[config.mk]
export PLATFORM = sky130hd
export DESIGN_NAME = commodity_channel_index_top
export DESIGN_NICKNAME = d
export VERILOG_FILES = /design/src/rtl/ccix_pkg.sv /design/src/rtl/commodity_channel_index_top.sv
export SDC_FILE = /design/constraint.sdc
export NUM_CORES = 2
export LEC_CHECK = 0
export ABC_AREA = 1
export BUFFER_PORTS_ARGS = -buffer_cell sky130_fd_sc_hd__buf_4
export CORE_ASPECT_RATIO = 0.9
export CORE_MARGIN = 2
export CORE_UTILIZATION = 55
export DETAILED_ROUTE_END_ITERATION = 10
export PLACE_DENSITY = 0.71
export SYNTH_ARGS = -nofsm -noshare
export SYNTH_HDL_FRONTEND = slang
export SYNTH_SLANG_ARGS = --single-unit
[constraint.sdc]
create_clock -name clk -period 7.4 [get_ports clk]
set_input_delay 0 -clock clk [delete_from_list [all_inputs] [get_ports clk]]
set_output_delay 0 -clock clk [all_outputs]
set_load 0.02 [all_outputs]
[src/rtl/ccix_pkg.sv]
package ccix_pkg;

  localparam int MaxPeriod   = 64;
  localparam int PtrW        = 6;
  localparam int TpW         = 34;
  localparam int SumW        = 40;
  localparam int DevW        = 46;
  localparam int DivW        = 48;
  localparam int RemW        = 50;
  localparam int MulW        = 22;
  localparam int QuoW        = 23;

  localparam logic [6:0]  PeriodReset = 7'd14;
  localparam logic [15:0] ScaleNum    = 16'd51200;
  localparam logic [4:0]  MulTopBit   = 5'd21;
  localparam logic [22:0] PosMax      = 23'd1048575;
  localparam logic [22:0] NegMag      = 23'd1048576;

  // register index decoded from paddr[2]
  localparam logic RegPeriod = 1'b0;

  typedef struct packed {
    logic [31:0] bar_high;
    logic [31:0] bar_low;
    logic [31:0] bar_close;
    logic        replace_last;
  } in_item_t;

  typedef struct packed {
    logic signed [20:0] cci_value;
    logic               cci_ready;
  } out_item_t;

  typedef enum logic [2:0] {
    StIdle, StSum, StDev, StPrep, StShift, StSub, StRound, StFinish
  } state_t;

endpackage

[src/rtl/commodity_channel_index_top.sv]
// channel   | dir | handshake            | payload
// in        | in  | in_valid / in_stall  | in_item (bar_high, bar_low, bar_close, replace_last)
// out       | out | out_valid / out_stall| out_item (cci_value, cci_ready)
// cfg       | in  | apb psel / penable   | period at byte address 0
//
// each item runs a window sum pass and, once the window is full, a deviation
// pass over the 64-entry window memory, one read port each cycle, then a
// 22-step shift/subtract divider (skipped when the deviation is zero).
// in_stall is high from acceptance until the result is loaded into the output register;
// a result waiting under out_stall does not block acceptance of the next item, but that item waits to finish.
// rst is synchronous; the window memory itself is not cleared.
module commodity_channel_index_top (
  input  logic                 clk,
  input  logic                 rst,
  input  logic                 in_valid,
  output logic                 in_stall,
  input  ccix_pkg::in_item_t   in_item,
  output logic                 out_valid,
  input  logic                 out_stall,
  output ccix_pkg::out_item_t  out_item,
  input  logic                 psel,
  input  logic                 penable,
  input  logic                 pwrite,
  input  logic [2:0]           paddr,
  input  logic [31:0]          pwdata,
  output logic [31:0]          prdata,
  output logic                 pready
);
  import ccix_pkg::*;

  state_t state, state_next;

  logic [6:0]        period;
  logic [PtrW-1:0]   wp;
  logic [6:0]        bars_seen;
  logic [PtrW-1:0]   slot;
  logic [6:0]        k;
  logic [TpW-1:0]    mem [MaxPeriod];
  logic [TpW-1:0]    rd_data;
  logic [SumW-1:0]   s;
  logic [SumW-1:0]   mul_r;
  logic [SumW-1:0]   diff_r;
  logic [SumW-1:0]   a_r;
  logic              neg_r;
  logic [DevW-1:0]   dev;
  logic [DivW-1:0]   d;
  logic [MulW-1:0]   m;
  logic [RemW-1:0]   r;
  logic [QuoW-1:0]   q;
  logic [4:0]        bitn;
  logic              v1, v2, v3, f1, f2, f3;
  logic signed [20:0] res_value;
  logic              res_ready;

  logic [6:0]        pe, cnt;
  logic              accept, issue, sum_done, dev_done, cfg_wr, rep;
  logic [PtrW-1:0]   rd_addr, slot_w;
  logic [TpW-1:0]    tp3;
  logic [40:0]       prod;
  logic [DivW:0]     d2;
  logic [QuoW-1:0]   qr, neg_q;
  logic [RemW:0]     r2;

  // effective period and entries held
  always_comb begin
    if (period == 7'd0) begin
      pe = 7'd1;
    end else if (period > 7'(MaxPeriod)) begin
      pe = 7'(MaxPeriod);
    end else begin
      pe = period;
    end
    cnt = (bars_seen < pe) ? bars_seen : pe;
  end

  assign accept   = (state == StIdle) && in_valid;
  assign in_stall = (state != StIdle);
  assign tp3      = TpW'(in_item.bar_high) + TpW'(in_item.bar_low) + TpW'(in_item.bar_close);
  assign rep      = in_item.replace_last && (bars_seen != 7'd0);
  assign slot_w   = rep ? wp - PtrW'(1) : wp;
  assign issue    = ((state == StSum) && (k < cnt)) || ((state == StDev) && (k < pe));
  assign rd_addr  = slot - k[PtrW-1:0];
  assign sum_done = (k == cnt) && !v1;
  assign dev_done = (k == pe) && !v1 && !v2 && !v3;
  assign prod     = 41'(pe) * 41'(rd_data);
  assign d2       = {d, 1'b0};
  assign r2       = {r, 1'b0};
  assign qr       = q + ((r2 >= (RemW+1)'(d)) ? QuoW'(1) : QuoW'(0));
  assign neg_q    = (qr > NegMag) ? NegMag : qr;

  // config port
  assign cfg_wr = psel && penable && pwrite && (paddr[2] == RegPeriod);
  assign pready = 1'b1;
  assign prdata = (paddr[2] == RegPeriod) ? 32'(period) : 32'd0;

  // window memory
  always_ff @(posedge clk) begin
    if (accept) begin
      mem[slot_w] <= tp3;
    end
    rd_data <= mem[rd_addr];
  end

  // sequencer
  always_ff @(posedge clk) begin
    if (rst) begin
      state <= StIdle;
    end else begin
      state <= state_next;
    end
  end

  always_comb begin
    state_next = state;
    unique case (state)
      StIdle:   if (in_valid) state_next = StSum;
      StSum: begin
        if (sum_done) state_next = (cnt == pe) ? StDev : StFinish;
      end
      StDev: begin
        if (dev_done) state_next = (dev == '0) ? StFinish : StPrep;
      end
      StPrep:   state_next = StShift;
      StShift:  state_next = StSub;
      StSub:    state_next = (bitn == 5'd0) ? StRound : StShift;
      StRound:  state_next = StFinish;
      StFinish: if (!out_valid || !out_stall) state_next = StIdle;
      default:  state_next = StIdle;
    endcase
  end

  // control registers
  always_ff @(posedge clk) begin
    if (rst) begin
      period    <= PeriodReset;
      wp        <= '0;
      bars_seen <= '0;
      out_valid <= 1'b0;
      v1 <= 1'b0; v2 <= 1'b0; v3 <= 1'b0;
    end else begin
      if (cfg_wr) period <= pwdata[6:0];
      if (accept && !rep) begin
        wp <= wp + PtrW'(1);
        if (bars_seen < 7'(MaxPeriod)) bars_seen <= bars_seen + 7'd1;
      end
      v1 <= issue;
      v2 <= v1 && (state == StDev);
      v3 <= v2;
      if (out_valid && !out_stall) out_valid <= 1'b0;
      if (state == StFinish && (!out_valid || !out_stall)) out_valid <= 1'b1;
    end
  end

  // datapath
  always_ff @(posedge clk) begin
    f1     <= issue && (k == 7'd0);
    f2     <= f1;
    f3     <= f2;
    mul_r  <= prod[SumW-1:0];
    diff_r <= (mul_r >= s) ? mul_r - s : s - mul_r;
    if (f2) neg_r <= (mul_r < s);
    if (f3) a_r <= diff_r;
    if (issue) k <= k + 7'd1;
    unique case (state)
      StIdle: begin
        if (in_valid) begin
          slot <= slot_w;
          k    <= '0;
          s    <= '0;
        end
      end
      StSum: begin
        if (v1) s <= s + SumW'(rd_data);
        if (sum_done) begin
          k         <= '0;
          dev       <= '0;
          res_value <= '0;
          res_ready <= (cnt == pe);
        end
      end
      StDev: begin
        if (v3) dev <= dev + DevW'(diff_r);
      end
      StPrep: begin
        d    <= DivW'(dev) + DivW'({dev, 1'b0});
        m    <= MulW'(23'(pe) * 23'(ScaleNum));
        r    <= '0;
        q    <= '0;
        bitn <= MulTopBit;
      end
      StShift: begin
        r <= {r[RemW-2:0], 1'b0} + (m[bitn] ? RemW'(a_r) : RemW'(0));
        q <= {q[QuoW-2:0], 1'b0};
      end
      StSub: begin
        if (r >= RemW'(d2)) begin
          r <= r - RemW'(d2);
          q <= q + QuoW'(2);
        end else if (r >= RemW'(d)) begin
          r <= r - RemW'(d);
          q <= q + QuoW'(1);
        end
        if (bitn != 5'd0) bitn <= bitn - 5'd1;
      end
      StRound: begin
        if (neg_r) begin
          res_value <= 21'(QuoW'(0) - neg_q);
        end else begin
          res_value <= (qr > PosMax) ? 21'(PosMax) : 21'(qr);
        end
      end
      StFinish: begin
        if (!out_valid || !out_stall) begin
          out_item.cci_value <= res_value;
          out_item.cci_ready <= res_ready;
        end
      end
      default: ;
    endcase
  end

endmodule

After elaboration in Yosys (flattened, before gate mapping) --
Memories as Yosys holds them, arrays and structs flattened. A register that Yosys moved wholly into a read port is not among the register bits. Index checks and enable logic that the tools add are counted. W data, S select, Z words.
Cells by class: $add $sub $neg 20, multipliers 2, multiplexer cells 45, equality and inequality tests 18, reductions and logical operators 48, order comparisons 13, bitwise operators 1
Operators by type and width (number):
- $mux W40 | 4
- $pmux W50 S3 | 1
- $mux W50 | 2
- $mux W46 | 2
- $pmux W46 S2 | 1
- $mux W21 | 4
- $pmux W40 S2 | 1
- $sub A40 B40 Y40 | 2
- $pmux W23 S3 | 1
- $ge A51 B48 Y1 | 1
- $add A50 B40 Y50 | 1
- $ge A50 B48 Y1 | 1
- $ge A50 B49 Y1 | 1
- $sub A50 B48 Y50 | 1
- $sub A50 B49 Y50 | 1
- $mux W7 | 7
- $add A46 B47 Y48 | 1
- $add A46 B40 Y46 | 1
- $logic_not A46 Y1 | 1
- $mux W23 | 2
- $pmux W21 S2 | 1
- $add A40 B34 Y40 | 1
- $ge A40 B40 Y1 | 1
- $lt A40 B40 Y1 | 1
- 49 further kinds | 107
Storage, ports and cells: memories 1, flip-flop bits (word level) 431, output and inout bits 57, input port bits 139, memory bits (writable) 2176, logic and storage cells 176
Memory list:
- mem | depth 64, width 34, read ports 1, clocked after Yosys merged registers in 1, write ports 1, RTL line commodity_channel_index_top.sv:38 | logic [TpW-1:0] mem [MaxPeriod];

Depth between registers and ports, before layout --
depth after elaboration 11, depth in mapped cells 38, depth with buffers taken out 37

Worst setup path after synthesis --
OpenSTA, ideal clock, no wires.
kind register to register, from reg bars_seen[0], to mem mem[41][0] (enable), library setup time 511 ps, path buffers 0, cell stages (with the launch flop) 9, arrival 5232 ps, slack 1657 ps, clock period less this slack 5743 ps, cell sequence dfxtp_1 inv_1 ha_1 nand3_1 o41ai_4 nor2_1 xor2_1 clkinv_1 nor4_1
Between the ends: longest elaborated chain between the ends 3
Ends and longest elaborated chain:
- from (decl) | RTL line commodity_channel_index_top.sv:35 | logic [6:0] bars_seen;
- from (signal assigned) | RTL line commodity_channel_index_top.sv:144 | if (bars_seen < 7'(MaxPeriod)) bars_seen <= bars_seen + 7'd1;
- $reduce_bool A7 Y1 | RTL line commodity_channel_index_top.sv:79 | assign rep = in_item.replace_last && (bars_seen != 7'd0);
- $logic_and A1 B1 Y1 | RTL line commodity_channel_index_top.sv:79
- $mux W6 | RTL line commodity_channel_index_top.sv:80 | assign slot_w = rep ? wp - PtrW'(1) : wp;
- net slot_w[2] | RTL line commodity_channel_index_top.sv:57 | logic [PtrW-1:0] rd_addr, slot_w;
- to (decl) | RTL line commodity_channel_index_top.sv:38
The timed path passes the listed nets, and every way through them passes these cells.

Worst setup path after layout --
from reg period[6], to reg mul_r[34]
Between the ends: longest elaborated chain between the ends 4, elaborated cells between the ends (all ways) 5
Ends and longest elaborated chain:
- from (decl) | RTL line commodity_channel_index_top.sv:33 | logic [6:0] period;
- from (signal assigned) | RTL line commodity_channel_index_top.sv:135 | period <= PeriodReset;
- from (signal assigned) | RTL line commodity_channel_index_top.sv:141 | if (cfg_wr) period <= pwdata[6:0];
- $gt A7 B7 Y1 | RTL line commodity_channel_index_top.sv:68 | end else if (period > 7'(MaxPeriod)) begin
- $mux W7 | RTL line commodity_channel_index_top.sv:68
- $mux W7 (*) | RTL line commodity_channel_index_top.sv:66 | if (period == 7'd0) begin
- $mul A7 B34 Y40 (*) | RTL line commodity_channel_index_top.sv:85 | assign prod = 41'(pe) * 41'(rd_data);
- net prod[34] | RTL line commodity_channel_index_top.sv:59 | logic [40:0] prod;
- to (signal assigned) | RTL line commodity_channel_index_top.sv:159 | mul_r <= prod[SumW-1:0];
- to (decl) | RTL line commodity_channel_index_top.sv:41 | logic [SumW-1:0] mul_r;
Mark *: on every way through the listed nets, which the timed path passes. The rest lies on a longest branch. A chain may end at the register's enable or synchronous reset.

==> impl_metrics.tcl <==
set metrics [dict create \
    dr.pass1.iters 8 \
    ant_nets 0 \
    routedWlPerCell_um 26.1 \
    grt_pass1_wl_um 637000 \
    yosys.cell_types.count 68 \
    maxSlewViolCount 0 \
    setup_violations 0 \
    holdWs_ps 99.8 \
    drtIter0Drc 14123 \
    cp.arrival_ps 7260 \
    dp_cells 16206 \
    period_minus_slack_ps 6480 \
    path_cells "clkinv_1, nand2_1, buf_4, nor2_1, fa_1, fa_1, fa_1, inv_1, fa_1, inv_1, ha_1, nand2_1, nor2_1, nand4_1, nor3_1, a21oi_1, o21ai_0, nand3_1, nand2_1, nand2_1, nand2_1, xor2_1" \
    postCtsSetupBuffers 0 \
    tns_ps 0 \
    die_height_um 477 \
    slew_headroom_pct 7.25 \
    status "finished, final reports clean" \
    setup_slack_ps 924 \
    grt_pass1_vias 98577 \
    dp_hpwl_um 295000 \
    grt_start_max_net_pins 203 \
    fmax_mhz 154 \
    critPathKind "reg2reg" \
    netlist_area_um2 137000 \
    die-area_um2 253000 \
    drcViolationCount 0 \
    htreeDepth 5 \
    ctsLongestPathBuffers 4 \
    slowest_delay_ps 630 \
    grt_overflow_total 0 \
    cp_common_cell "nand2_1" \
    vias 103836 \
    syn-mean-instance-area_um2 10.5 \
    io_pins 196 \
    portBuffers 142 \
    nets 14086 \
    yosys.area.top_type "edfxtp_1" \
    async_flop_share_pct 0 \
    root_buffer "clkbuf_16" \
    syn_inst 13073 \
    crit_family "adder cells" \
    end_kind "flop" \
    timing.critical_path.buf_inv 4 \
    synth_top_flop_cell "edfxtp_1" \
    dp_slack_ps 1030 \
    cts.sinks 2641 \
    hold_viol 0 \
    clock_skew_ps 74.5 \
    wirelength_um 437000 \
    required_ps 8190 \
    syn_to_final_growth_pct 11.1 \
    cts_tree "done" \
    place_congestion 0.988 \
    yosysWarnings 0 \
    fp-row-count 173 \
    yosysMostFrequentCell "nor2_1" \
    hold_path.class "in2reg" \
    clk_latency_ps 910 \
    synth_area_leaders "edfxtp_1 (55%), nor2_1 (7.2%), ha_1 (5.0%), o21ai_0 (4.2%), o32ai_1 (3.5%)" \
    crit_path_start_kind "flop" \
    fp.dieW_um 530 \
    cap_violations 0 \
    critPathSlowestCell "nand2_1" \
    numCtsBuffers 278 \
    worstMarginPinSlew_ps 1390 \
    grt.total_usage_pct 33.8 \
    drive_gt1_share_pct 9.22 \
    synth_commonest_cells "nor2_1 (2636), edfxtp_1 (2490), nand2_1 (1255)" \
    synth_top_cell_area_share_pct 54.6 \
    floorplan.initialDensity_pct 55.4 \
    core_area_um2 247000 \
    synth-edff-count 2490 \
    antenna_found_initial 29 \
    ys_ff_latch 2641 \
    stdcell_count 16746 \
    rsz0062_at_grt "no" \
    viasPerCell 6.20 \
    path_clk_slew_ps 60 \
    synth.yosys.seq_area_share_pct 56.8 \
    cp_max_fo 14 \
    fin_crit_sh_pct 87.5 \
]
placed cells by master, fill, tap and decap left out, types with 15 or more instances in the layout:
cell type,n
buf_12,15
nor3_1,55
buf_4,337
o21a_1,111
a21oi_1,737
a211oi_1,15
fa_1,201
conb_1,26
inv_1,1099
nor2_1,2573
clkbuf_16,291
o21bai_1,23
nand4_1,78
o21ai_0,1139
bufinv_16,22
clkinv_2,43
o211ai_1,69
nand3_1,256
xnor2_1,76
o21ai_1,24
edfxtp_1,2490
or2_2,43
o221ai_1,48
nor2_4,63
a21o_1,54
xor2_1,180
nor4_1,24
clkinv_1,62
o32ai_1,544
xor2_4,24
ha_1,550
dfxtp_1,151
o22ai_1,40
a21boi_0,32
a31oi_1,95
dlygate4sd3_1,32
nand2_1,1255
mux2_2,272
clkbuf_1,46
repair_timing:
item	4_1_cts	5_1_grt
hold buffers	32	0
hold endpoints to repair	51	0
resized for setup	0	0
setup endpoints to repair	0	0
through the flow:
step,utilization [%],area [um^2]
4_1_cts,61.5,152000
2_1_floorplan,-,137000
3_5_place_dp,57.8,143000
3_3_place_gp,57.8,143000
6_report,61.5,152000
5_1_grt,61.5,152000
worst paths after layout:
| path | from | endpoint | cells after the start | slack [ps] |
|---|---|---|---|---|
| hold reg to reg | f1 | f2 | 0 | 330 |
| setup reg to reg | period[6] | mul_r[34] | 22 | 920 |
| setup / recovery | period[6] | mul_r[34] | 22 | 920 |
| hold / removal | out_stall | out_valid | 4 | 100 |
area by class of cell:
class,instances,area (um^2)
clock buffers,345,7560
flip-flops and latches,2641,77800
diodes,13,32.5
multi-input cells,8769,53900
repair buffers,384,3150
inverters,1119,4210
clock inverters,150,1390
fillers,19760,95200
well taps,3325,4160
cells by family (layout without fill, tap and decap cells):
family | after synthesis | count (layout) | synth area share [%]
AND/OR/NAND/NOR | 4421 | 4421 | 12.9
AO/OA/AOI/OAI | 2992 | 2992 | 13.4
flip-flops | 2641 | 2641 | 56.8
buffers and inverters | 1687 | 1998 | 4.74
adder cells (fa/ha/maj) | 754 | 754 | 7.99
XOR/XNOR | 292 | 292 | 1.88
multiplexers | 284 | 284 | 2.32
other | 2 | 39 | 0.00548
sequential cells by signal, summed over array words and instances (netlist names), 7 cells and up:
signal / flops
k: 7
bars_seen: 7
r: 50
s: 40
q: 23
mul_r: 40
period: 7
res_value: 21
mem: 2176
dev: 46
out_item: 22
a_r: 40
m: 11
d: 48
rd_data: 34
diff_r: 40
worst min-delay path, cell delays in order:
cell	delay, ps
dlygate4sd3_1	540
buf_4	170
nand2_1	110
a21oi_1	70
layer usage:
layer,wire length (um),share of wire [%],track usage [%]
met3,48700,11,7.54
met1,184000,42,49.7
met2,186000,43,49.1
met4,18000,4.1,12.4
met5,128,0.029,0
Power is not shown: default switching activity piles up to over one toggle a cycle in this logic, so the estimate is an artifact.
